File: config.mk
export PLATFORM = sky130hd
export DESIGN_NAME = typed_key_bucket_hash_core
export DESIGN_NICKNAME = d
export VERILOG_FILES = /design/src/design/tkbh_pkg.sv /design/src/design/tkbh_ctrl.sv /design/src/design/tkbh_dp.sv /design/src/design/typed_key_bucket_hash_core.sv
export SDC_FILE = /design/constraint.sdc
export NUM_CORES = 1
export LEC_CHECK = 0
export BUFFER_PORTS_ARGS = -buffer_cell sky130_fd_sc_hd__buf_2
export CORE_ASPECT_RATIO = 1.25
export CORE_MARGIN = 2
export CORE_UTILIZATION = 40
export CTS_CLUSTER_SIZE = 24
export DETAILED_ROUTE_END_ITERATION = 12
export MAX_ROUTING_LAYER = met4
export PLACE_DENSITY = 0.56
export SKIP_CTS_REPAIR_TIMING = 1
export SYNTH_ARGS = -nofsm -noshare
export SYNTH_HDL_FRONTEND = slang
export SYNTH_SLANG_ARGS = --single-unit
File: constraint.sdc
create_clock -name clk -period 16.8 [get_ports clk]
set_input_delay 3.36 -clock clk [delete_from_list [all_inputs] [get_ports clk]]
set_output_delay 3.36 -clock clk [all_outputs]
set_load 0.005 [all_outputs]
File: src/design/tkbh_pkg.sv
// Shared types and constants for the typed key bucket hash core.
package tkbh_pkg;

    localparam int unsigned HASH_W  = 64;
    localparam int unsigned COUNT_W = 32;
    localparam int unsigned CNT_W   = 6;

    localparam logic [HASH_W-1:0]  FNV_BASIS     = 64'd2166136261;
    // The FNV prime is 2^24 + 403, so the multiply is a shift plus a narrow product.
    localparam int unsigned        FNV_SHIFT     = 24;
    localparam logic [8:0]         FNV_PRIME_LO  = 9'd403;
    localparam int unsigned        DJB_SHIFT     = 5;
    localparam logic [COUNT_W-1:0] COUNT_RESET   = 32'd1024;

    localparam logic [1:0] KIND_INT8  = 2'd0;
    localparam logic [1:0] KIND_INT32 = 2'd1;
    localparam logic [1:0] KIND_INT64 = 2'd2;
    localparam logic [1:0] KIND_STR   = 2'd3;

    localparam logic [1:0] STATUS_OK        = 2'd0;
    localparam logic [1:0] STATUS_NO_BUCKET = 2'd1;
    localparam logic [1:0] STATUS_EMPTY     = 2'd2;

    localparam logic [CNT_W-1:0] CNT_LAST_DIV = 6'd63;

    typedef enum logic [1:0] {
        ST_IDLE,
        ST_FNV,
        ST_DIV,
        ST_DONE
    } tkbh_state_t;

    typedef struct packed {
        logic       load_int;
        logic       fnv_step;
        logic       str_seed;
        logic       str_step;
        logic       str_end;
        logic       div_start;
        logic       div_step;
        logic       out_load;
        logic [1:0] out_status;
    } tkbh_cmd_t;

    typedef struct packed {
        logic [1:0] kind;
        logic       byte_zero;
        logic       started;
        logic       count_zero;
    } tkbh_stat_t;

endpackage

File: src/design/tkbh_ctrl.sv
// Controller state machine: sequences hashing, division and result hand-off.
module tkbh_ctrl (
    input  logic                clk,
    input  logic                rst_n,
    input  logic                key_valid,
    input  logic                result_stall,
    input  tkbh_pkg::tkbh_stat_t stat,
    output tkbh_pkg::tkbh_cmd_t  cmd,
    output logic                key_stall,
    output logic                result_valid
);
    import tkbh_pkg::*;

    tkbh_state_t      state_reg, state_next;
    logic [CNT_W-1:0] cnt_reg, cnt_next;
    logic [1:0]       pend_reg, pend_next;
    logic             out_valid_reg, out_valid_next;
    logic             accept;
    logic             out_free;

    assign accept   = (state_reg == ST_IDLE) && key_valid;
    assign out_free = !out_valid_reg || !result_stall;

    // Next state, step counter and pending status.
    always_comb
    begin
        state_next = state_reg;
        cnt_next   = cnt_reg;
        pend_next  = pend_reg;
        unique case (state_reg)
            ST_IDLE:
            begin
                if (accept)
                begin
                    if (stat.kind == KIND_STR)
                    begin
                        if (stat.byte_zero && !stat.started)
                        begin
                            pend_next  = stat.count_zero ? STATUS_NO_BUCKET : STATUS_EMPTY;
                            state_next = ST_DONE;
                        end
                        else if (stat.byte_zero)
                        begin
                            if (stat.count_zero)
                            begin
                                pend_next  = STATUS_NO_BUCKET;
                                state_next = ST_DONE;
                            end
                            else
                            begin
                                cnt_next   = '0;
                                state_next = ST_DIV;
                            end
                        end
                    end
                    else
                    begin
                        unique case (stat.kind)
                            KIND_INT8:  cnt_next = CNT_W'(0);
                            KIND_INT32: cnt_next = CNT_W'(3);
                            default:    cnt_next = CNT_W'(7);
                        endcase
                        state_next = ST_FNV;
                    end
                end
            end
            ST_FNV:
            begin
                if (cnt_reg == '0)
                begin
                    if (stat.count_zero)
                    begin
                        pend_next  = STATUS_NO_BUCKET;
                        state_next = ST_DONE;
                    end
                    else
                    begin
                        state_next = ST_DIV;
                    end
                end
                else
                begin
                    cnt_next = cnt_reg - CNT_W'(1);
                end
            end
            ST_DIV:
            begin
                cnt_next = cnt_reg + CNT_W'(1);
                if (cnt_reg == CNT_LAST_DIV)
                begin
                    pend_next  = STATUS_OK;
                    state_next = ST_DONE;
                end
            end
            ST_DONE:
            begin
                if (out_free)
                begin
                    state_next = ST_IDLE;
                end
            end
            default:
            begin
                state_next = ST_IDLE;
            end
        endcase
    end

    // Datapath commands.
    always_comb
    begin
        cmd = '0;
        cmd.out_status = pend_reg;
        unique case (state_reg)
            ST_IDLE:
            begin
                if (accept)
                begin
                    if (stat.kind == KIND_STR)
                    begin
                        cmd.str_seed  = !stat.started && !stat.byte_zero;
                        cmd.str_step  = stat.started && !stat.byte_zero;
                        cmd.str_end   = stat.started && stat.byte_zero;
                        cmd.div_start = stat.started && stat.byte_zero;
                    end
                    else
                    begin
                        cmd.load_int = 1'b1;
                    end
                end
            end
            ST_FNV:
            begin
                cmd.fnv_step  = 1'b1;
                cmd.div_start = 1'b1;
            end
            ST_DIV:
            begin
                cmd.div_step = 1'b1;
            end
            ST_DONE:
            begin
                cmd.out_load = out_free;
            end
            default:
            begin
                cmd = '0;
            end
        endcase
    end

    always_comb
    begin
        if (cmd.out_load)
        begin
            out_valid_next = 1'b1;
        end
        else if (!result_stall)
        begin
            out_valid_next = 1'b0;
        end
        else
        begin
            out_valid_next = out_valid_reg;
        end
    end

    always_ff @(posedge clk or negedge rst_n)
    begin
        if (!rst_n)
        begin
            state_reg     <= ST_IDLE;
            cnt_reg       <= '0;
            pend_reg      <= STATUS_OK;
            out_valid_reg <= 1'b0;
        end
        else
        begin
            state_reg     <= state_next;
            cnt_reg       <= cnt_next;
            pend_reg      <= pend_next;
            out_valid_reg <= out_valid_next;
        end
    end

    assign key_stall    = (state_reg != ST_IDLE);
    assign result_valid = out_valid_reg;

endmodule

File: src/design/tkbh_dp.sv
// Datapath: hash registers, string state, bit-serial remainder and result register.
module tkbh_dp (
    input  logic                       clk,
    input  logic                       rst_n,
    input  logic [1:0]                 key_kind,
    input  logic [tkbh_pkg::HASH_W-1:0] key_data,
    input  logic                       cfg_write,
    input  logic [tkbh_pkg::COUNT_W-1:0] cfg_data,
    input  tkbh_pkg::tkbh_cmd_t         cmd,
    output tkbh_pkg::tkbh_stat_t        stat,
    output logic [tkbh_pkg::COUNT_W-1:0] bucket_index,
    output logic [1:0]                 status
);
    import tkbh_pkg::*;

    logic [HASH_W-1:0]  hash_reg, hash_next;
    logic [HASH_W-1:0]  key_reg, key_next;
    logic [HASH_W-1:0]  str_hash_reg, str_hash_next;
    logic               started_reg, started_next;
    logic [COUNT_W-1:0] rem_reg, rem_next;
    logic [COUNT_W-1:0] count_reg;
    logic [COUNT_W-1:0] index_reg;
    logic [1:0]         status_reg;

    logic [HASH_W-1:0]  fnv_mix;
    logic [HASH_W-1:0]  fnv_lo;
    logic [HASH_W-1:0]  byte_ext;
    logic [COUNT_W:0]   trial;
    logic [COUNT_W:0]   diff;

    assign byte_ext = {{(HASH_W-8){1'b0}}, key_data[7:0]};
    assign fnv_mix  = hash_reg ^ {{(HASH_W-8){1'b0}}, key_reg[7:0]};
    assign fnv_lo   = fnv_mix * FNV_PRIME_LO;

    // Restoring division step: shift in the next dividend bit and subtract if it fits.
    assign trial = {rem_reg, hash_reg[HASH_W-1]};
    assign diff  = trial - {1'b0, count_reg};

    always_comb
    begin
        hash_next     = hash_reg;
        key_next      = key_reg;
        str_hash_next = str_hash_reg;
        started_next  = started_reg;
        rem_next      = rem_reg;
        if (cmd.load_int)
        begin
            hash_next = FNV_BASIS;
            key_next  = key_data;
        end
        if (cmd.fnv_step)
        begin
            hash_next = (fnv_mix << FNV_SHIFT) + fnv_lo;
            key_next  = key_reg >> 8;
        end
        if (cmd.str_seed)
        begin
            str_hash_next = byte_ext;
            started_next  = 1'b1;
        end
        if (cmd.str_step)
        begin
            str_hash_next = ((str_hash_reg << DJB_SHIFT) + str_hash_reg) ^ byte_ext;
        end
        if (cmd.str_end)
        begin
            hash_next     = str_hash_reg;
            str_hash_next = '0;
            started_next  = 1'b0;
        end
        if (cmd.div_start)
        begin
            rem_next = '0;
        end
        if (cmd.div_step)
        begin
            hash_next = hash_reg << 1;
            rem_next  = diff[COUNT_W] ? trial[COUNT_W-1:0] : diff[COUNT_W-1:0];
        end
    end

    always_ff @(posedge clk or negedge rst_n)
    begin
        if (!rst_n)
        begin
            str_hash_reg <= '0;
            started_reg  <= 1'b0;
            count_reg    <= COUNT_RESET;
        end
        else
        begin
            str_hash_reg <= str_hash_next;
            started_reg  <= started_next;
            if (cfg_write)
            begin
                count_reg <= cfg_data;
            end
        end
    end

    always_ff @(posedge clk)
    begin
        hash_reg <= hash_next;
        key_reg  <= key_next;
        rem_reg  <= rem_next;
        if (cmd.out_load)
        begin
            index_reg  <= (cmd.out_status == STATUS_OK) ? rem_reg : '0;
            status_reg <= cmd.out_status;
        end
    end

    assign stat.kind       = key_kind;
    assign stat.byte_zero  = (key_data[7:0] == 8'd0);
    assign stat.started    = started_reg;
    assign stat.count_zero = (count_reg == '0);

    assign bucket_index = index_reg;
    assign status       = status_reg;

endmodule

File: src/design/typed_key_bucket_hash_core.sv
// Top level of the typed key bucket hash core.
//
// Key channel (key_valid/key_stall, key_kind, key_data): one item per key
// or per string byte. Integer keys (8, 32, 64 bit) are hashed FNV-1a style
// one byte per cycle, then reduced modulo bucket_count by a restoring
// divider that retires one quotient bit per cycle.
// Result channel (result_valid/result_stall, bucket_index, status) carries
// one item per integer key and per terminating zero string byte.
// Steps per item: an integer key is accepted, hashed in 1, 4 or 8 FNV steps,
// divided in 64 restoring divide steps and handed off to the output register.
// A nonzero string byte only updates the string hash and produces no result.
// With a zero bucket count the divide is skipped and status is reported.
// The result sits in an output register: a new key is taken while it waits.
// If the receiver stalls while another result is ready, the core holds in
// its done state and key_stall stays high until the register frees.
// Reset clears the string state, empties the output and sets the count to 1024.
// cfg_valid/cfg_ready writes bucket_count; it is always ready.
module typed_key_bucket_hash_core (
    input  logic                         clk,
    input  logic                         rst_n,
    input  logic                         key_valid,
    output logic                         key_stall,
    input  logic [1:0]                   key_kind,
    input  logic [tkbh_pkg::HASH_W-1:0]  key_data,
    output logic                         result_valid,
    input  logic                         result_stall,
    output logic [tkbh_pkg::COUNT_W-1:0] bucket_index,
    output logic [1:0]                   status,
    input  logic                         cfg_valid,
    output logic                         cfg_ready,
    input  logic [tkbh_pkg::COUNT_W-1:0] cfg_data
);
    import tkbh_pkg::*;

    tkbh_cmd_t  cmd;
    tkbh_stat_t stat;

    assign cfg_ready = 1'b1;

    tkbh_ctrl u_ctrl (
        .clk          (clk),
        .rst_n        (rst_n),
        .key_valid    (key_valid),
        .result_stall (result_stall),
        .stat         (stat),
        .cmd          (cmd),
        .key_stall    (key_stall),
        .result_valid (result_valid)
    );

    tkbh_dp u_dp (
        .clk          (clk),
        .rst_n        (rst_n),
        .key_kind     (key_kind),
        .key_data     (key_data),
        .cfg_write    (cfg_valid && cfg_ready),
        .cfg_data     (cfg_data),
        .cmd          (cmd),
        .stat         (stat),
        .bucket_index (bucket_index),
        .status       (status)
    );

endmodule

* Word level (Yosys, flattened, before mapping)
Cells that the tools add are included.
** Storage, ports and cells
- Flip-flop bits (word level) :: 302
- Latch bits :: 0
- Bits in writable memories :: 0
- ROM bits :: 0
- Output and inout bits :: 37
- Word-level logic and storage cells :: 119
- Memories kept :: 0
** Operators by class
- Add/sub/neg operators :: 5
- Multipliers :: 1
- Divide/modulo/power cells :: 0
- $lt $le $gt $ge :: 0
- Eq/ne operators :: 18
- Shift operators :: 0
- Multiplexer cells :: 52
- Bitwise operators :: 2
- Reduce and logical (&&, ||, !) cells :: 27
** Operator list (count)
- 64-bit two-way mux :: 7
- 64-bit adder :: 2
- 64-bit by 8-bit bitwise XOR with 64-bit output :: 2
- 56-bit two-way mux :: 2
- 32-bit two-way mux :: 3
- 64-bit by 9-bit multiplier with 64-bit output (second input constant) :: 1
- 6-bit two-way mux :: 6
- 33-bit by 32-bit subtractor with 33-bit output :: 1
- 32-bit zero test :: 1
- 2-bit two-way mux :: 15
- 6-bit case mux with 3 select lines :: 1
- 6-bit AND reduction :: 2
- 1-bit two-way mux :: 11
- 2-bit by 1-bit != test with 1-bit output (second input constant) :: 5
- 3-bit nonzero test :: 3
- 8-bit zero test :: 1
- 4-bit two-way mux :: 2
- 2-bit case mux with 4 select lines :: 1
- 2-bit nonzero test :: 4
- 6-bit by 1-bit adder with 6-bit output (second input constant) :: 1
- 2-bit == test (second input constant) :: 3
- 6-bit == test (second input constant) :: 1
- 2-bit zero test :: 3
- 6-bit zero test :: 1
- other kinds (15) :: 26

* Longest topological paths before layout
- Word-level depth :: 9
- Gate-level depth with buffers :: 21
- Depth with buffers taken out :: 21

* By module
From an unflattened synthesis, not the netlist that was laid out.
** Second synthesis, totals
- Cell total of the unflattened synthesis :: 3067
- Area, all modules :: 29097.9 um^2
** By module, submodules not included
- tkbh_dp :: times used 1, cells an instance 2956, area each 28043.1 um^2, seq. area each 8164.1 um^2
- tkbh_ctrl :: times used 1, cells an instance 109, area each 1043.5 um^2, seq. area each 275.3 um^2
- typed_key_bucket_hash_core :: times used 1, cells an instance 2, area each 11.3 um^2, seq. area each 0.0 um^2

* Worst setup path before layout
Ideal clock, no wire load.
- Path kind :: input to register
- From :: in key_kind[0]
- To :: reg u_dp.hash_reg[10], enable pin
- Setup time :: 981 ps
- Arrival :: 5982 ps
- Required time :: 15819 ps
- Path slack :: 9838 ps
- Cell stages on the path :: 5
- Path through :: ha_1 nand3_1 or3_1 clkbuf_1 nand4_1
** On the way
- Longest elaborated chain between the ends :: 5
** RTL lines
- from (decl) :: line typed_key_bucket_hash_core.sv:23 : input logic [1:0] key_kind,
- 2-bit == test * :: line tkbh_ctrl.sv:119 : if (stat.kind == KIND_STR)
- 4-bit two-way mux or 1-bit two-way mux (tied branches) :: line tkbh_ctrl.sv:119
- 4-bit two-way mux or 1-bit two-way mux (tied branches) :: line tkbh_ctrl.sv:117 : if (accept)
- 3-bit two-way mux or 1-bit two-way mux (tied branches) :: line tkbh_ctrl.sv:114 : unique case (state_reg)
- 4-bit nonzero test (no source line) *
- to (signal assigned) :: line tkbh_dp.sv:103 : hash_reg <= hash_next;
- to (decl) :: line tkbh_dp.sv:16 : logic [HASH_W-1:0] hash_reg, hash_next;
Mark *: on every way between the ends. The rest lies on a longest branch, timed or not.
A chain may end at the register's enable or synchronous reset.

* Worst setup path in the final report
- From :: reg u_dp.key_reg[5]
- To :: reg u_dp.hash_reg[61], data pin
** On the way
- Longest elaborated chain between the ends :: 6
** RTL lines
- from (decl) :: line tkbh_dp.sv:17 : logic [HASH_W-1:0] key_reg, key_next;
- from (signal assigned) :: line tkbh_dp.sv:104 : key_reg <= key_next;
- 64-bit by 8-bit bitwise XOR with 64-bit output * :: line tkbh_dp.sv:32 : assign fnv_mix = hash_reg ^ {{(HASH_W-8){1'b0}}, key_reg[7:0]};
- 64-bit by 9-bit multiplier with 64-bit output :: line tkbh_dp.sv:33 : assign fnv_lo = fnv_mix * FNV_PRIME_LO;
- 64-bit adder * :: line tkbh_dp.sv:53 : hash_next = (fnv_mix << FNV_SHIFT) + fnv_lo;
- 64-bit two-way mux * :: line tkbh_dp.sv:51 : if (cmd.fnv_step)
- 64-bit two-way mux * :: line tkbh_dp.sv:65 : if (cmd.str_end)
- 64-bit two-way mux * :: line tkbh_dp.sv:75 : if (cmd.div_step)
- net u_dp.hash_next[61] :: line tkbh_dp.sv:16
The timed path passes the listed nets; every way through them passes the cells marked *.

==> impl_metrics.prom <==
# TYPE chip_impl_metric gauge
chip_impl_info{name="min-delay-path-class",value="reg -> reg"} 1
chip_impl_metric{name="fillerInstances",unit=""} 7010
chip_impl_metric{name="syn-instance-count",unit=""} 3125
chip_impl_info{name="post_synth_main_area_contributors",value="edfxtp_1, fa_1, ha_1"} 1
chip_impl_info{name="synth-main-ff-cell",value="edfxtp_1"} 1
chip_impl_metric{name="final.setup.tns",unit="ns"} 0
chip_impl_metric{name="grt.overflow.total",unit=""} 0
chip_impl_metric{name="timing_hold_violations_final",unit=""} 0
chip_impl_metric{name="postSynthAreaPerCell",unit="um^2"} 9.30
chip_impl_metric{name="hpwl",unit="um"} 65700
chip_impl_info{name="setup.worst_path.start_class",value="register"} 1
chip_impl_metric{name="cp.required",unit="ns"} 17.15
chip_impl_metric{name="horizontal_die_dimension",unit="um"} 245
chip_impl_metric{name="nNetsFinal",unit=""} 3816
chip_impl_metric{name="period_needed",unit="ns"} 7.06
chip_impl_metric{name="clk_pin_slew",unit="ns"} 0.06
chip_impl_metric{name="antenna_violations_before_repair",unit=""} 3
chip_impl_info{name="cts_root_buf",value="clkbuf_16"} 1
chip_impl_metric{name="drt.antenna.violating_nets",unit=""} 0
chip_impl_metric{name="synth_top_area_share",unit="%"} 19.1
chip_impl_metric{name="detailroute.via_count",unit=""} 22483
chip_impl_metric{name="slew-limit-headroom",unit="%"} 31.3
chip_impl_metric{name="yosys_register_bits",unit=""} 302
chip_impl_metric{name="drt-wirelength-per-cell",unit="um"} 19.9
chip_impl_metric{name="cts-buffers-inserted",unit=""} 36
chip_impl_metric{name="global_route_wire_length_before_repair",unit="um"} 131000
chip_impl_metric{name="tightest_slew",unit="ns"} 1.03
chip_impl_metric{name="async_reset_ff_share",unit="%"} 35.8
chip_impl_metric{name="yosys_warnings",unit=""} 0
chip_impl_metric{name="fmaxAchievable",unit="GHz"} 0.142
chip_impl_metric{name="cp_max_fo",unit=""} 5
chip_impl_info{name="reg2reg_from",value="u_dp.key_reg[5]"} 1
chip_impl_info{name="min_to",value="u_dp.hash_reg[0]"} 1
chip_impl_metric{name="synth_cell_type_count",unit=""} 83
chip_impl_info{name="synth_top_area_cell",value="edfxtp_1"} 1
chip_impl_info{name="worst-setup-path-type",value="reg -> reg"} 1
chip_impl_metric{name="clock_tree.htree_level_count",unit=""} 2
chip_impl_metric{name="register_to_register_setup_slack",unit="ns"} 9.74
chip_impl_metric{name="ff2ff_path_depth",unit=""} 20
chip_impl_metric{name="worstSkewPairLatency",unit="ns"} 0.57
chip_impl_metric{name="drt_iter0_drc",unit=""} 1479
chip_impl_metric{name="fp.dieH",unit="um"} 305
chip_impl_metric{name="grt_start_max_net_pins",unit=""} 85
chip_impl_metric{name="global_route_total_usage_across_every_layer",unit="%"} 23.1
chip_impl_metric{name="io_buffer_count",unit=""} 138
chip_impl_info{name="tritoncts",value="done"} 1
chip_impl_metric{name="worst_hold_path.num_cells",unit=""} 2
chip_impl_metric{name="detail_route.first_pass.iterations",unit=""} 5
chip_impl_metric{name="gp_congestion",unit=""} 0.905
chip_impl_metric{name="start_util",unit="%"} 40.4
chip_impl_info{name="grt_setup_unrepaired",value="no"} 1
chip_impl_metric{name="number_of_global_route_vias_before_repair",unit=""} 23245
chip_impl_metric{name="rows",unit=""} 110
chip_impl_metric{name="wire_length_after_detailed_routing",unit="um"} 83100
chip_impl_metric{name="areaGrowthSynthToFinish",unit="%"} 10.0
chip_impl_metric{name="core_region_area",unit="mm^2"} 0.0720
chip_impl_info{name="run_status",value="finished, final reports clean"} 1
chip_impl_metric{name="via_per_inst",unit=""} 5.37
chip_impl_info{name="min_delay_startpoint",value="u_dp.hash_reg[0]"} 1
chip_impl_metric{name="fp.dieArea",unit="mm^2"} 0.0749
chip_impl_metric{name="synth_nets",unit=""} 3741
chip_impl_metric{name="max-clock-path-buffers",unit=""} 3
chip_impl_info{name="crit_path_end_kind",value="register"} 1
chip_impl_metric{name="final-seq-area",unit="mm^2"} 0.00844
chip_impl_metric{name="crit_arrival",unit="ns"} 7.41
chip_impl_metric{name="post-route-period-util",unit="%"} 42.0
chip_impl_metric{name="synth-seq-area-share",unit="%"} 29.0
chip_impl_metric{name="floorplan.io_pins",unit=""} 140
chip_impl_metric{name="cap_viol_max_count",unit=""} 0
chip_impl_metric{name="drt_drc_violations_left",unit=""} 0
chip_impl_metric{name="synth-edff-count",unit=""} 185
chip_impl_metric{name="clock_sinks",unit=""} 302
chip_impl_info{name="rr_endpoint",value="u_dp.hash_reg[61]"} 1
chip_impl_metric{name="setup_viol",unit=""} 0
chip_impl_metric{name="post_synth_instance_area",unit="mm^2"} 0.0291
chip_impl_metric{name="fraction_of_layout_instances_using_a_drive_strength_above_1",unit="%"} 9.26
chip_impl_metric{name="area_of_combinational_cells_with_multiple_inputs",unit="mm^2"} 0.0184
chip_impl_metric{name="largest_clock_skew_in_the_final_design",unit="ns"} 0.0282
chip_impl_metric{name="slew_violations",unit=""} 0
==> worst max-delay path by stage <==
stage                startpoint                 to  slack (ns)  cells after the start
2_1_floorplan       key_kind[0]  u_dp.hash_reg[10]        9.84                      5
3_3_place_gp   u_dp.hash_reg[5]  u_dp.hash_reg[61]        9.98                     20
3_5_place_dp    u_dp.key_reg[5]  u_dp.hash_reg[61]        9.84                     20
4_1_cts         u_dp.key_reg[5]  u_dp.hash_reg[61]        9.78                     20
5_1_grt         u_dp.key_reg[5]  u_dp.hash_reg[61]        9.22                     20
6_report        u_dp.key_reg[5]  u_dp.hash_reg[61]        9.74                     20
==> critical path: stages, from the launching register on <==
cell,delay [ns]
edfxtp_1,0.39
xnor2_1,0.50
inv_1,0.17
ha_1,0.35
inv_1,0.06
fa_1,0.52
fa_1,0.44
fa_1,0.51
inv_1,0.04
ha_1,0.28
ha_1,0.37
a2111oi_0,0.38
o21ai_1,0.16
a32oi_1,0.47
o21bai_1,0.26
a2111oi_0,0.82
o21ai_1,0.32
a21oi_1,0.38
o2111ai_1,0.14
o41a_1,0.15
o311ai_0,0.10
==> cell usage after synthesis (6+ instances only) <==
master       n
a22o_1       7
nand2_1    293
nand2b_1    15
o211ai_1     7
o21ai_1      9
or3_1       11
nand4_1     33
o221ai_1    20
a21boi_0    11
and3_1      21
a221o_1      6
o22ai_1      6
mux2i_1     19
a2111oi_0    6
a21oi_1    217
o21bai_1    28
edfxtp_1   185
nor3_1      26
a211oi_1    14
clkbuf_1   105
fa_1       207
mux2_2      60
nand3_1     64
ha_1       306
nor2b_1     11
xor2_1      64
inv_1      496
o21ai_0    225
a32oi_1      7
and2_1      52
xnor2_1     96
nor4_1      17
buf_2        6
a31oi_1     18
o21a_1      15
a221oi_1    27
nor2_1     112
dfrtp_1    107
nor3b_1      6
o31ai_1     14
or2_2        6
a21o_1      75
dfxtp_1      9
and4_1      11
==> logic make-up after synthesis <==
kind of cell    count (synthesis)  synth area share [%]
other cells                     1                0.0129
mux                            79                  2.98
xor+xnor                      161                  4.88
fa+ha+maj                     513                  27.4
flops                         302                  29.0
compound gates                766                  16.5
buf+inv                       614                  7.97
simple gates                  689                  11.2
==> layout by cell type, fill, tap and decap left out, types with 15 or more instances in the layout <==
cell	n
and3_1	21
fa_1	207
o21ai_0	224
inv_1	496
clkbuf_16	39
o221ai_1	20
o21a_1	15
a21o_1	75
ha_1	304
a31oi_1	18
nand3_1	64
nor2_1	110
nand2_1	292
and2_1	52
mux2_2	60
nand2b_1	15
buf_4	18
xnor2_1	96
buf_2	137
nor4_1	17
a21oi_1	217
mux2i_1	19
a221oi_1	27
dfrtp_1	107
edfxtp_1	185
xor2_1	64
o21bai_1	28
nor3_1	26
nand4_1	33
==> per-stage QoR <==
step	util [%]	std cells	area (um^2)	hold slack [ns]	setup WS [ns]
floorplan	-	3125	29100	0.457	9.84
global placement	42.7	4114	30700	0.473	9.98
CTS	44.4	4180	32000	0.491	9.78
finish	44.5	4183	32000	0.487	9.74
detailed placement	42.7	4114	30700	0.482	9.84
global route	44.5	4183	32000	0.516	9.22
==> routing by layer <==
layer,up-vias,global-route usage (%),routed length [um]
met5,-,-,0
met4,0,8.00,3190
met3,134,3.24,3800
met2,534,39.0,41300
met1,10879,28.2,34800
li1,10936,-,-
==> layout make-up <==
| class | count | area share [%] |
|---|---|---|
| Antenna cell | 3 | 0.0235 |
| Multi-Input combinational cell | 2209 | 57.5 |
| Clock buffer | 49 | 3.23 |
| Clock inverter | 17 | 0.794 |
| Tap cell | 952 | 3.72 |
| Timing Repair Buffer | 155 | 2.57 |
| Inverter | 496 | 5.82 |
| Sequential cell | 302 | 26.4 |
Power is not shown: default switching activity piles up to over one toggle a cycle in this logic, so the estimate is an artifact.
